`src/hdl/qlu_pkg.sv`:
```
// Shared types and constants for the quoted literal unescaper.
package qlu_pkg;

  localparam int QUEUE_DEPTH_DEF = 4;

  localparam logic [7:0] CH_DQUOTE = 8'h22;
  localparam logic [7:0] CH_SQUOTE = 8'h27;
  localparam logic [7:0] CH_BSLASH = 8'h5C;
  localparam logic [7:0] CH_LF     = 8'h0A;
  localparam logic [7:0] CH_CR     = 8'h0D;

  typedef enum logic [2:0] {
    PH_IDLE  = 3'd0,
    PH_OPEN1 = 3'd1,
    PH_OPEN2 = 3'd2,
    PH_BODY  = 3'd3,
    PH_ESC   = 3'd4,
    PH_HEX   = 3'd5
  } phase_t;

  typedef enum logic [2:0] {
    ERR_NONE    = 3'd0,
    ERR_NO_OPEN = 3'd1,
    ERR_UNTERM  = 3'd2,
    ERR_NEWLINE = 3'd3,
    ERR_BAD_HEX = 3'd4,
    ERR_BAD_ESC = 3'd5
  } err_t;

  // One command: either one to four content bytes, or a single closing result.
  typedef struct packed {
    logic [1:0]      last_idx;
    logic [3:0][7:0] data;
    logic            finish;
    err_t            err;
    logic            ret;
  } cmd_t;

  typedef struct packed {
    logic valid;
    cmd_t cmd;
  } wr_req_t;

endpackage

```
`src/hdl/qlu_front.sv`:
```
// Front end: parses source bytes, tracks literal state, issues commands.
module qlu_front import qlu_pkg::*; (
  input  logic       clk,
  input  logic       rst,
  input  logic       accept,
  input  logic [7:0] in_byte,
  input  logic       end_of_input,
  output wr_req_t    wr
);

  phase_t      phase, phase_next;
  logic        quote_is_single, quote_is_single_next;
  logic        long_form, long_form_next;
  logic [1:0]  pending_quotes, pending_quotes_next;
  logic [27:0] code_point, code_point_next;
  logic [3:0]  hex_digits_left, hex_digits_left_next;

  logic [7:0]  q;
  logic        is_q, is_bs, is_nl;
  logic        hex_ok;
  logic [3:0]  hex_d;
  logic [31:0] v;
  logic        hex_done;
  logic        body_fin;
  err_t        body_err;
  wr_req_t     body_wr, esc_wr, hex_wr;
  err_t        eoi_err;

  function automatic cmd_t finish_cmd(input err_t e, input logic r);
    cmd_t c;
    c          = '0;
    c.finish   = 1'b1;
    c.err      = e;
    c.ret      = r;
    return c;
  endfunction

  function automatic cmd_t byte_cmd(input logic [7:0] b);
    cmd_t c;
    c         = '0;
    c.data[0] = b;
    return c;
  endfunction

  assign q     = quote_is_single ? CH_SQUOTE : CH_DQUOTE;
  assign is_q  = (in_byte == q);
  assign is_bs = (in_byte == CH_BSLASH);
  assign is_nl = (in_byte == CH_LF) || (in_byte == CH_CR);

  always_comb begin
    hex_ok = 1'b1;
    hex_d  = in_byte[3:0];
    if (in_byte >= 8'h30 && in_byte <= 8'h39) begin
      hex_d = in_byte[3:0];
    end else if ((in_byte >= 8'h61 && in_byte <= 8'h66) ||
                 (in_byte >= 8'h41 && in_byte <= 8'h46)) begin
      hex_d = in_byte[3:0] + 4'd9;
    end else begin
      hex_ok = 1'b0;
    end
  end

  assign v        = {code_point, hex_d};
  assign hex_done = (hex_digits_left <= 4'd1);

  // Content byte in the body
  assign body_fin = long_form ? (is_q && pending_quotes == 2'd2) : (is_q || is_nl);
  assign body_err = (!long_form && !is_q) ? ERR_NEWLINE : ERR_NONE;

  always_comb begin
    logic [2:0] n;
    n       = {1'b0, pending_quotes} + {2'b00, !is_bs};
    body_wr = '0;
    if (body_fin) begin
      body_wr.valid = 1'b1;
      body_wr.cmd   = finish_cmd(body_err, 1'b0);
    end else if (!(long_form && is_q)) begin
      // held quotes go out ahead of the byte
      body_wr.valid        = (n != 3'd0);
      body_wr.cmd.last_idx = n[1:0] - 2'd1;
      for (int i = 0; i < 4; i++) begin
        body_wr.cmd.data[i] = (i < int'(pending_quotes)) ? q : in_byte;
      end
    end
  end

  always_comb begin
    esc_wr       = '0;
    esc_wr.valid = 1'b1;
    case (in_byte)
      8'h74:     esc_wr.cmd = byte_cmd(8'h09);
      8'h62:     esc_wr.cmd = byte_cmd(8'h08);
      8'h6E:     esc_wr.cmd = byte_cmd(8'h0A);
      8'h72:     esc_wr.cmd = byte_cmd(8'h0D);
      8'h66:     esc_wr.cmd = byte_cmd(8'h0C);
      CH_DQUOTE: esc_wr.cmd = byte_cmd(CH_DQUOTE);
      CH_SQUOTE: esc_wr.cmd = byte_cmd(CH_SQUOTE);
      CH_BSLASH: esc_wr.cmd = byte_cmd(CH_BSLASH);
      8'h75, 8'h55: esc_wr.valid = 1'b0;
      default:   esc_wr.cmd = finish_cmd(ERR_BAD_ESC, 1'b0);
    endcase
  end

  // UTF-8 encode of the completed code point, or an error result on a bad hex digit
  always_comb begin
    hex_wr = '0;
    if (!hex_ok) begin
      hex_wr.valid = 1'b1;
      hex_wr.cmd   = finish_cmd(ERR_BAD_HEX, 1'b0);
    end else if (hex_done) begin
      hex_wr.valid = 1'b1;
      if (v < 32'h80) begin
        hex_wr.cmd.last_idx = 2'd0;
        hex_wr.cmd.data[0]  = v[7:0];
      end else if (v < 32'h800) begin
        hex_wr.cmd.last_idx = 2'd1;
        hex_wr.cmd.data[0]  = 8'hC0 | {3'b000, v[10:6]};
        hex_wr.cmd.data[1]  = 8'h80 | {2'b00, v[5:0]};
      end else if (v < 32'h10000) begin
        hex_wr.cmd.last_idx = 2'd2;
        hex_wr.cmd.data[0]  = 8'hE0 | {4'h0, v[15:12]};
        hex_wr.cmd.data[1]  = 8'h80 | {2'b00, v[11:6]};
        hex_wr.cmd.data[2]  = 8'h80 | {2'b00, v[5:0]};
      end else begin
        hex_wr.cmd.last_idx = 2'd3;
        hex_wr.cmd.data[0]  = 8'hF0 | v[25:18];
        hex_wr.cmd.data[1]  = 8'h80 | {2'b00, v[17:12]};
        hex_wr.cmd.data[2]  = 8'h80 | {2'b00, v[11:6]};
        hex_wr.cmd.data[3]  = 8'h80 | {2'b00, v[5:0]};
      end
    end
  end

  always_comb begin
    case (phase)
      PH_IDLE:  eoi_err = ERR_NO_OPEN;
      PH_OPEN2: eoi_err = ERR_NONE;
      PH_ESC:   eoi_err = ERR_BAD_ESC;
      PH_HEX:   eoi_err = ERR_BAD_HEX;
      default:  eoi_err = ERR_UNTERM;
    endcase
  end

  // Command output
  always_comb begin
    wr = '0;
    if (accept) begin
      if (end_of_input) begin
        wr.valid = 1'b1;
        wr.cmd   = finish_cmd(eoi_err, 1'b0);
      end else begin
        case (phase)
          PH_IDLE: begin
            if (in_byte != CH_DQUOTE && in_byte != CH_SQUOTE) begin
              wr.valid = 1'b1;
              wr.cmd   = finish_cmd(ERR_NO_OPEN, 1'b0);
            end
          end
          PH_OPEN1: begin
            if (!is_q) wr = body_wr;
          end
          PH_OPEN2: begin
            if (!is_q) begin
              wr.valid = 1'b1;
              wr.cmd   = finish_cmd(ERR_NONE, 1'b1);
            end
          end
          PH_BODY: wr = body_wr;
          PH_ESC:  wr = esc_wr;
          PH_HEX:  wr = hex_wr;
          default: wr = '0;
        endcase
      end
    end
  end

  // Next state
  always_comb begin
    logic clear;
    clear                = 1'b0;
    phase_next           = phase;
    quote_is_single_next = quote_is_single;
    long_form_next       = long_form;
    pending_quotes_next  = pending_quotes;
    code_point_next      = code_point;
    hex_digits_left_next = hex_digits_left;
    if (accept) begin
      if (end_of_input) begin
        clear = 1'b1;
      end else begin
        case (phase)
          PH_IDLE: begin
            if (in_byte != CH_DQUOTE && in_byte != CH_SQUOTE) begin
              clear = 1'b1;
            end else begin
              quote_is_single_next = (in_byte == CH_SQUOTE);
              long_form_next       = 1'b0;
              pending_quotes_next  = 2'd0;
              phase_next           = PH_OPEN1;
            end
          end
          PH_OPEN1, PH_BODY: begin
            if (phase == PH_OPEN1 && is_q) begin
              phase_next = PH_OPEN2;
            end else if (body_fin) begin
              clear = 1'b1;
            end else if (long_form && is_q) begin
              phase_next          = PH_BODY;
              pending_quotes_next = pending_quotes + 2'd1;
            end else begin
              pending_quotes_next = 2'd0;
              phase_next          = is_bs ? PH_ESC : PH_BODY;
            end
          end
          PH_OPEN2: begin
            if (is_q) begin
              long_form_next      = 1'b1;
              pending_quotes_next = 2'd0;
              phase_next          = PH_BODY;
            end else begin
              clear = 1'b1;
            end
          end
          PH_ESC: begin
            if (in_byte == 8'h75 || in_byte == 8'h55) begin
              phase_next           = PH_HEX;
              code_point_next      = '0;
              hex_digits_left_next = (in_byte == 8'h75) ? 4'd4 : 4'd8;
            end else if (esc_wr.cmd.finish) begin
              clear = 1'b1;
            end else begin
              phase_next = PH_BODY;
            end
          end
          PH_HEX: begin
            if (!hex_ok) begin
              clear = 1'b1;
            end else begin
              if (hex_digits_left != 4'd0) hex_digits_left_next = hex_digits_left - 4'd1;
              if (hex_done) begin
                phase_next      = PH_BODY;
                code_point_next = '0;
              end else begin
                code_point_next = v[27:0];
              end
            end
          end
          default: clear = 1'b1;
        endcase
      end
    end
    if (clear) begin
      phase_next           = PH_IDLE;
      quote_is_single_next = 1'b0;
      long_form_next       = 1'b0;
      pending_quotes_next  = 2'd0;
      code_point_next      = '0;
      hex_digits_left_next = 4'd0;
    end
  end

  always_ff @(posedge clk) begin
    if (rst) begin
      phase           <= PH_IDLE;
      quote_is_single <= 1'b0;
      long_form       <= 1'b0;
      pending_quotes  <= 2'd0;
      code_point      <= '0;
      hex_digits_left <= 4'd0;
    end else begin
      phase           <= phase_next;
      quote_is_single <= quote_is_single_next;
      long_form       <= long_form_next;
      pending_quotes  <= pending_quotes_next;
      code_point      <= code_point_next;
      hex_digits_left <= hex_digits_left_next;
    end
  end

endmodule

```
`src/hdl/qlu_queue.sv`:
```
// Command queue between the front end and the output stage.
module qlu_queue import qlu_pkg::*; #(
  parameter int DEPTH = QUEUE_DEPTH_DEF
) (
  input  logic    clk,
  input  logic    rst,
  input  wr_req_t wr,
  input  logic    rd,
  output cmd_t    head,
  output logic    q_empty,
  output logic    q_full
);

  localparam int PTR_W = (DEPTH > 1) ? $clog2(DEPTH) : 1;
  localparam int CNT_W = $clog2(DEPTH + 1);

  cmd_t             mem [DEPTH];
  logic [PTR_W-1:0] wr_ptr, rd_ptr;
  logic [CNT_W-1:0] count;
  logic             do_wr, do_rd;

  assign q_empty = (count == '0);
  assign q_full  = (count == CNT_W'(DEPTH));
  assign do_wr   = wr.valid && !q_full;
  assign do_rd   = rd && !q_empty;
  assign head    = mem[rd_ptr];

  always_ff @(posedge clk) begin
    if (do_wr) mem[wr_ptr] <= wr.cmd;
  end

  always_ff @(posedge clk) begin
    if (rst) begin
      wr_ptr <= '0;
      rd_ptr <= '0;
      count  <= '0;
    end else begin
      if (do_wr) wr_ptr <= (wr_ptr == PTR_W'(DEPTH - 1)) ? '0 : wr_ptr + PTR_W'(1);
      if (do_rd) rd_ptr <= (rd_ptr == PTR_W'(DEPTH - 1)) ? '0 : rd_ptr + PTR_W'(1);
      if (do_wr && !do_rd) count <= count + CNT_W'(1);
      else if (do_rd && !do_wr) count <= count - CNT_W'(1);
    end
  end

endmodule

```
`src/hdl/qlu_back.sv`:
```
// Output stage: expands each command into result items, one per cycle while pop is held.
module qlu_back import qlu_pkg::*; (
  input  logic       clk,
  input  logic       rst,
  input  cmd_t       head,
  input  logic       q_empty,
  output logic       rd,
  input  logic       pop,
  output logic       empty,
  output logic [7:0] out_byte,
  output logic       byte_valid,
  output logic       last,
  output logic [2:0] error_code,
  output logic       byte_returned
);

  cmd_t       cur;
  logic       cur_valid;
  logic [1:0] idx;
  logic       done;

  assign done  = cur_valid && pop && (idx == cur.last_idx);
  assign rd    = !q_empty && (!cur_valid || done);
  assign empty = !cur_valid;

  assign out_byte      = cur.finish ? 8'h00 : cur.data[idx];
  assign byte_valid    = !cur.finish;
  assign last          = cur.finish;
  assign error_code    = cur.finish ? cur.err : ERR_NONE;
  assign byte_returned = cur.ret;

  always_ff @(posedge clk) begin
    if (rd) cur <= head;
  end

  always_ff @(posedge clk) begin
    if (rst) begin
      cur_valid <= 1'b0;
      idx       <= 2'd0;
    end else if (rd) begin
      cur_valid <= 1'b1;
      idx       <= 2'd0;
    end else if (done) begin
      cur_valid <= 1'b0;
      idx       <= 2'd0;
    end else if (cur_valid && pop) begin
      idx <= idx + 2'd1;
    end
  end

endmodule

```
`src/hdl/quoted_literal_unescape_utf8.sv`:
```
// Top level of the quoted literal unescaper.
// A request's command is written into the queue on the accepting edge, then
// loaded into the output register, which drives the result ports.
// Throughput: one request per cycle while full is low; results leave at one
// per cycle while pop is held; a hex escape yields up to four bytes.
// Reset (rst, synchronous): parser back to idle, queue and output empty.
module quoted_literal_unescape_utf8 import qlu_pkg::*; #(
  parameter int QUEUE_DEPTH = QUEUE_DEPTH_DEF
) (
  input  logic       clk,
  input  logic       rst,
  input  logic       push,
  output logic       full,
  input  logic [7:0] in_byte,
  input  logic       end_of_input,
  output logic       empty,
  input  logic       pop,
  output logic [7:0] out_byte,
  output logic       byte_valid,
  output logic       last,
  output logic [2:0] error_code,
  output logic       byte_returned
);

  wr_req_t wr;
  cmd_t    head;
  logic    q_empty, q_full, rd, accept;

  // push stalls (full) once the command queue of QUEUE_DEPTH entries is full
  assign full   = q_full;
  assign accept = push && !q_full;

  qlu_front u_front (
    .clk          (clk),
    .rst          (rst),
    .accept       (accept),
    .in_byte      (in_byte),
    .end_of_input (end_of_input),
    .wr           (wr)
  );

  qlu_queue #(.DEPTH(QUEUE_DEPTH)) u_queue (
    .clk     (clk),
    .rst     (rst),
    .wr      (wr),
    .rd      (rd),
    .head    (head),
    .q_empty (q_empty),
    .q_full  (q_full)
  );

  qlu_back u_back (
    .clk           (clk),
    .rst           (rst),
    .head          (head),
    .q_empty       (q_empty),
    .rd            (rd),
    .pop           (pop),
    .empty         (empty),
    .out_byte      (out_byte),
    .byte_valid    (byte_valid),
    .last          (last),
    .error_code    (error_code),
    .byte_returned (byte_returned)
  );

endmodule
```
`config.mk`:
```
export PLATFORM = sky130hd
export DESIGN_NAME = quoted_literal_unescape_utf8
export DESIGN_NICKNAME = d
export VERILOG_FILES = /design/src/hdl/qlu_pkg.sv /design/src/hdl/qlu_front.sv /design/src/hdl/qlu_queue.sv /design/src/hdl/qlu_back.sv /design/src/hdl/quoted_literal_unescape_utf8.sv
export SDC_FILE = /design/constraint.sdc
export NUM_CORES = 1
export LEC_CHECK = 0
export ABC_AREA = 1
export BUFFER_PORTS_ARGS = -buffer_cell sky130_fd_sc_hd__buf_2
export CAP_MARGIN = 20
export CELL_PAD_IN_SITES_DETAIL_PLACEMENT = 0
export CELL_PAD_IN_SITES_GLOBAL_PLACEMENT = 1
export CORE_MARGIN = 2
export CORE_UTILIZATION = 49
export CTS_CLUSTER_DIAMETER = 150
export DETAILED_ROUTE_END_ITERATION = 16
export PLACE_DENSITY_LB_ADDON = 0.2
export SLEW_MARGIN = 20
export SYNTH_ARGS = -nofsm -noshare
export SYNTH_HDL_FRONTEND = slang
export SYNTH_SLANG_ARGS = --single-unit
```
`constraint.sdc`:
```
create_clock -name clk -period 5.5 [get_ports clk]
set_input_delay 1.1 -clock clk [delete_from_list [all_inputs] [get_ports clk]]
set_output_delay 1.1 -clock clk [all_outputs]
set_load 0.1 [all_outputs]
```
==> reports/metrics.yaml, run 1 <==
layout:
  diodes: 0
  synthToLayoutAreaGrowth_pct: 11.5
  drive_above_1_share_pct: 9.36
  finalInstanceArea_mm2: 0.0128
  final_cells: 1601
  nets: 1296
die:
  die_height_um: 157
  start_util_pct: 49.4
  ios: 29
  die_w_um: 157
  coreArea_mm2: 0.0233
  rows: 56
  die-area_mm2: 0.0247
sta:
  hold_viol: 0
  slew_headroom_pct: 31.6
  slew_violations: 0
  finClkSkew_ns: 0.00965
  timing.fmax_mhz: 233
  worst_pin_slew_ns: 1.02
  fin_tns_setup_ns: 0
  fin_crit_ns: 4.30
  fin_crit_sh_pct: 78.2
  rsz0062_at_grt: "no"
  setup_viol: 0
drt:
  dr.pass1.iters: 7
  final_antenna_net_count: 0
  drtIter0Drc: 683
  drc: 0
  postRouteWirelength_um: 27400
  num_vias: 8505
  drt-vias-per-instance: 5.31
  wire_per_inst_um: 17.1
clocking:
  clkLatencyLatePin_ns: 0.52
  cts_made_buffers: 26
  cts.path.max_buffers: 3
  cts.repair.resized: 0
  cts-hold-fix-buffers: 0
  postCtsSetupRepairBufs: 0
  cts_max_level: 1
  clkSinkCount: 244
  cts_root_buf: "clkbuf_16"
  path_clk_slew_ns: 0.05
  cts_tree: "done"
pwr:
  powerDensity_mw_per_mm2: 463
  leakage_uw: 0.00485
  ir_worst_vdd_uv: 371
  p_total_uw: 5930
yosys:
  yosysSeqAreaShare_pct: 59.5
  synthesis.nets: 1282
  yosys_register_bits: 244
  ys_types: 37
  synth_area_mm2: 0.0115
  yosys_warnings: 0
  netlist_instances: 1249
  avgSynthCellArea_um2: 9.20
place:
  place_area_mm2: 0.0119
  dp_hpwl_um: 18200
  gp_congestion: 0.902
  portBuffers: 28
  dp.cells: 1554
global_route:
  grt_pass1_wl_um: 43200
  grt_overflow: 0
  grt_use_met1_pct: 32.3
  antenna_found_initial: 0
  grt.busiest_layer: "met2"
  grtUsageMet3_pct: 2.81
  grt_pass1_vias: 8116
  use_met2_pct: 36.2
  grt_max_degree: 82
  grt_usage_pct: 22.6
min_path:
  holdCritPathClass: "reg -> reg"
setup_path:
  start_kind: "input pin"
  path_class: "in -> reg"
  crit_fanout: 10
  worstPathArrival_ns: 4.70
  worst_ep_required_time_ns: 5.90
  critPathCaptureType: "flip-flop"
status:
  outcome: "finished clean"
run:
  maxCapViolCount: 0
-- cells in the mapped netlist --
master | count | area, µm²
fa_1 | 1 | 20.0
o22ai_1 | 47 | 294
o21ai_1 | 5 | 25.0
a22oi_1 | 6 | 45.0
nor3_2 | 1 | 10.0
o221ai_1 | 1 | 8.76
o21ai_0 | 163 | 816
a211oi_1 | 2 | 15.0
o32ai_1 | 1 | 8.76
a21oi_1 | 45 | 225
a31oi_1 | 5 | 31.3
inv_2 | 8 | 30.0
buf_2 | 13 | 65.1
nor2_1 | 253 | 950
xnor2_1 | 2 | 17.5
nand2_1 | 190 | 713
inv_1 | 112 | 420
o211ai_2 | 1 | 12.5
or2_2 | 1 | 6.26
o211ai_1 | 2 | 15.0
buf_4 | 3 | 22.5
edfxtp_1 | 195 | 5860
dfxtp_1 | 49 | 981
nand4_1 | 8 | 50.1
nor3_1 | 10 | 50.1
ha_1 | 19 | 238
buf_1 | 1 | 3.75
buf_6 | 2 | 22.5
nand2_2 | 3 | 18.8
nand4_2 | 2 | 25.0
clkinv_1 | 3 | 11.3
xor2_1 | 1 | 8.76
nor2_4 | 2 | 22.5
clkbuf_1 | 35 | 131
nand3_4 | 1 | 17.5
nand3_1 | 40 | 200
nor2_2 | 16 | 100
-- stage by stage --
step / setup slack [ns] / utilization, % / hold slack (ns)
after global routing: 0.759 / 55.1 / 0.552
after detailed placement: 0.671 / 51.3 / 0.477
final: 1.20 / 55.1 / 0.485
after CTS: 1.22 / 55.1 / 0.488
after floorplan: 0.412 / - / 0.459
after global placement: 0.793 / 51.3 / 0.480
-- state kept, by name (all words and copies together), names as in the netlist --
signal / count
u_front.code_point: 28
u_front.long_form: 1
u_queue.mem: 156
u_front.phase: 3
u_queue.wr_ptr: 2
u_back.idx: 2
u_queue.count: 3
u_front.hex_digits_left: 4
u_back.cur_valid: 1
u_back.cur: 37
u_front.pending_quotes: 2
u_back.byte_returned: 1
u_queue.rd_ptr: 2
u_back.last: 1
u_front.quote_is_single: 1
-- power by group --
group	internal, µW	total, µW	switching, µW
clock	1080	1770	682
combinational	351	1640	1290
sequential	2410	2520	113
-- area by class of cell --
cell class,instances,area [µm²]
Clock inverter,16,189
Sequential cell,244,6840
Clock buffer,31,691
Multi-Input combinational cell,828,3990
Fill cell,2151,10500
Timing Repair Buffer,40,243
Tap cell,319,399
Inverter,123,462
-- worst paths after layout --
check                                           startpoint  depth (start not counted)          endpoint  slack, ns
worst max-delay path                            in_byte[0]                         24  u_queue.count[2]       1.20
worst max register to register  u_front.hex_digits_left[0]                         15  u_queue.count[1]       1.97
worst min-delay path                      u_queue.count[2]                          2  u_queue.count[2]       0.48
worst min register to register            u_queue.count[2]                          2  u_queue.count[2]       0.48
-- routing by layer --
layer | vias to the layer above | part of all wire (%)
met4 | 0 | 3.0
met1 | 3945 | 47
met2 | 228 | 45
met5 | - | 0
met3 | 65 | 5.5
li1 | 4267 | -
-- cells by family (layout without fill, tap and decap cells) --
group / after synthesis / count (layout) / share of synthesized area, %
AO/OA/AOI/OAI: 278 / 278 / 13.0
XOR/XNOR: 3 / 3 / 0.229
adder cells (fa/ha/maj): 20 / 20 / 2.24
buffers and inverters: 177 / 210 / 6.15
flip-flops: 244 / 244 / 59.5
AND/OR/NAND/NOR: 527 / 527 / 18.8
-- critical path, stage by stage --
cell and delay, ns:
buf_2 0.16, inv_1 0.20, ha_1 0.26, nand3_1 0.11, nor2_2 0.17, inv_1 0.11, ha_1 0.20, ha_1 0.27
inv_1 0.04, ha_1 0.18, inv_1 0.05, nor2_1 0.03, nor2_1 0.09, nor2_1 0.06, nand4_1 0.14, nand2_1 0.27
inv_1 0.13, ha_1 0.14, inv_1 0.07, fa_1 0.44, a21oi_1 0.14, o21ai_0 0.12, o21ai_0 0.15, a21oi_1 0.05
-- cell usage in the layout, fill, tap and decap left out, types with 19 or more instances in the layout --
cell	netlist	layout
buf_2	13	28
nor2_1	253	248
dfxtp_1	49	48
a21oi_1	45	45
edfxtp_1	195	195
nand3_1	40	40
o22ai_1	47	47
o21ai_0	163	163
clkbuf_16	0	27
inv_1	112	112
nand2_1	190	190
ha_1	19	19
Note: power is estimated with default switching activity, not from simulation.
==> run 2, diff against run 1 <==
==> constraint.sdc (replaced) <==
create_clock -name clk -period 4.05 [get_ports clk]
set_input_delay 0.81 -clock clk [delete_from_list [all_inputs] [get_ports clk]]
set_output_delay 0.81 -clock clk [all_outputs]
set_load 0.1 [all_outputs]
==> run 2 against run 1 <==
  * Sequential share of layout area decreased by 0.35 points
  * Setup slack got worse by 0.58 ns
  * Power increased by 33%
  * Register-to-register slack got worse by 1.1 ns
==> reports/metrics.yaml, run 2 (synthesized netlist as in run 1, its figures left out) <==
status:
  outcome: "finished clean"  # unchanged
drt:
  drtIter0Drc: 668  # was 683
  drc: 0  # unchanged
  dr.pass1.iters: 5  # was 7
  wire_per_inst_um: 17.4  # was 17.1 µm
  final_antenna_net_count: 0  # unchanged
  postRouteWirelength_um: 28100  # was 27,400 µm
  drt-vias-per-instance: 5.34  # was 5.31
  num_vias: 8641  # was 8,505
die:
  rows: 56  # unchanged
  start_util_pct: 49.4  # unchanged
  ios: 29  # unchanged
  die-area_mm2: 0.0247  # unchanged
  coreArea_mm2: 0.0233  # unchanged
  die_height_um: 157  # unchanged
  die_w_um: 157  # unchanged
sta:
  hold_viol: 0  # unchanged
  slew_headroom_pct: 29.8  # was 31.6%
  finClkSkew_ns: 0.0141  # was 0.00965 ns
  slew_violations: 0  # unchanged
  fin_tns_setup_ns: 0  # unchanged
  timing.fmax_mhz: 291
  worst_pin_slew_ns: 1.05  # was 1.02 ns
  rsz0062_at_grt: "no"  # unchanged
  fin_crit_ns: 3.43
  setup_viol: 0  # unchanged
  fin_crit_sh_pct: 84.7
global_route:
  grt_use_met1_pct: 32.2  # was 32.3%
  antenna_found_initial: 0  # unchanged
  grt_pass1_vias: 8262  # was 8,116
  grt_pass1_wl_um: 44100  # was 43,200 µm
  use_met2_pct: 37.9  # was 36.2%
  grt_usage_pct: 23.1  # was 22.6%
  grt_overflow: 0  # unchanged
  grtUsageMet3_pct: 3.36  # was 2.81%
  grt_max_degree: 80  # was 82
  grt.busiest_layer: "met2"  # unchanged
place:
  portBuffers: 28  # unchanged
  gp_congestion: 0.976  # was 0.902
  dp.cells: 1574  # was 1,554
  dp_hpwl_um: 18800  # was 18,200 µm
layout:
  final_cells: 1619  # was 1,601
  largest_reg_flops: 156  # unchanged
  diodes: 0  # unchanged
  largest-register: "u_queue.mem"  # unchanged
  final_common_cell: "nor2_1"  # unchanged
  final_cell_mix: "248 x nor2_1, 195 x edfxtp_1, 190 x nand2_1"  # unchanged
  nets: 1315  # was 1,296
  utilization_pct: 55.4  # was 55.1%
  drive_above_1_share_pct: 10.7  # was 9.36%
  top_regs: "u_queue.mem x156, u_back.cur x37, u_front.code_point x28"  # unchanged
  synthToLayoutAreaGrowth_pct: 12.3  # was 11.5%
clocking:
  cts_root_buf: "clkbuf_16"  # unchanged
  clkLatencyLatePin_ns: 0.51  # was 0.52 ns
  path_clk_slew_ns: 0.05  # about the same
  cts.path.max_buffers: 3  # unchanged
  cts_tree: "done"  # unchanged
  cts-hold-fix-buffers: 0  # unchanged
  clkSinkCount: 244  # unchanged
  cts_made_buffers: 25  # was 26
  postCtsSetupRepairBufs: 0  # unchanged
  cts.repair.resized: 0  # unchanged
  cts_max_level: 1  # unchanged
setup_path:
  worstPathArrival_ns: 3.82  # was 4.70 ns
  max_stage_delay_ns: 0.44  # about the same
  critPathCaptureType: "flip-flop"  # unchanged
  crit_path_cell_trace: "buf_2 -> inv_1 -> ha_1 -> nand3_1 -> nor2_2 -> inv_1 -> ha_1 -> ha_1 -> inv_1 -> ha_1 -> inv_1 -> nor2_1 -> nor2_1 -> nor2_1 -> nand4_1 -> nand2_1 -> inv_1 -> ha_1 -> inv_1 -> fa_1 -> a21oi_1 -> o21ai_0 -> o21ai_0 -> a21oi_1"  # unchanged
  critPathBufInv: 7  # unchanged
  crit_slowest_cell: "fa_1"  # unchanged
  crit_fanout: 4  # was 10
  path_common_cell: "inv_1"  # unchanged
  worst_ep_required_time_ns: 4.44  # was 5.90 ns
  path_delay_family: "adder cells"  # unchanged
  start_kind: "input pin"  # unchanged
  path_class: "in -> reg"  # unchanged
pwr:
  powerDensity_mw_per_mm2: 611  # was 463 mW/mm²
  leakage_uw: 0.00492  # was 0.00485 µW
  p_total_uw: 7880  # was 5930 µW
  ir_worst_vdd_uv: 600  # was 371 µV
min_path:
  holdCritPathClass: "reg -> reg"  # unchanged
run:
  maxCapViolCount: 0  # unchanged
run 2: per-stage QoR:
step | cell area [µm²] | setup WS (ns) | hold slack, ns
floorplan | 11500 | -0.145 | 0.476
CTS | 12900 | 0.611 | 0.514
detailed placement | 12100 | 0.0741 | 0.506
finish | 12900 | 0.618 | 0.514
global route | 12900 | 0.313 | 0.534
global placement | 12100 | 0.139 | 0.500
run 2: layout make-up:
| class | instances | area (µm²) |
|---|---|---|
| Multi-Input combinational cell | 828 | 4000 |
| Sequential cell | 244 | 6840 |
| Clock inverter | 13 | 123 |
| Timing Repair Buffer | 60 | 418 |
| Inverter | 123 | 462 |
| Clock buffer | 32 | 662 |
| Fill cell | 2141 | 10400 |
| Tap cell | 319 | 399 |
run 2: final timing paths:
check / startpoint / end / slack, ns / cells past startpoint
setup / recovery: in_byte[1] / u_queue.count[2] / 0.62 / 24
setup reg to reg: u_front.hex_digits_left[0] / u_queue.count[1] / 0.85 / 15
hold / removal: u_queue.count[2] / u_queue.count[2] / 0.51 / 2
hold reg to reg: u_queue.count[2] / u_queue.count[2] / 0.51 / 2
run 2: worst register-to-register path, delay by kind of cell (launching register included):
family          cells  cell delay [ns]
compound gates      2             0.70
fa+ha+maj           3             0.78
buf+inv             3             0.24
flops               1             0.37
simple gates        7             1.00
run 2: metal layers:
layer / part of all wire, % / routed length, µm
met1: 46 / 12900
met4: 2.2 / 605
met3: 5.7 / 1600
met2: 46 / 13100
met5: 0 / 0
run 2: power by group:
| part | internal, µW | total, µW | switching (µW) |
|---|---|---|---|
| logic | 509 | 2250 | 1740 |
| registers | 3260 | 3430 | 170 |
| clock network | 1280 | 2200 | 917 |
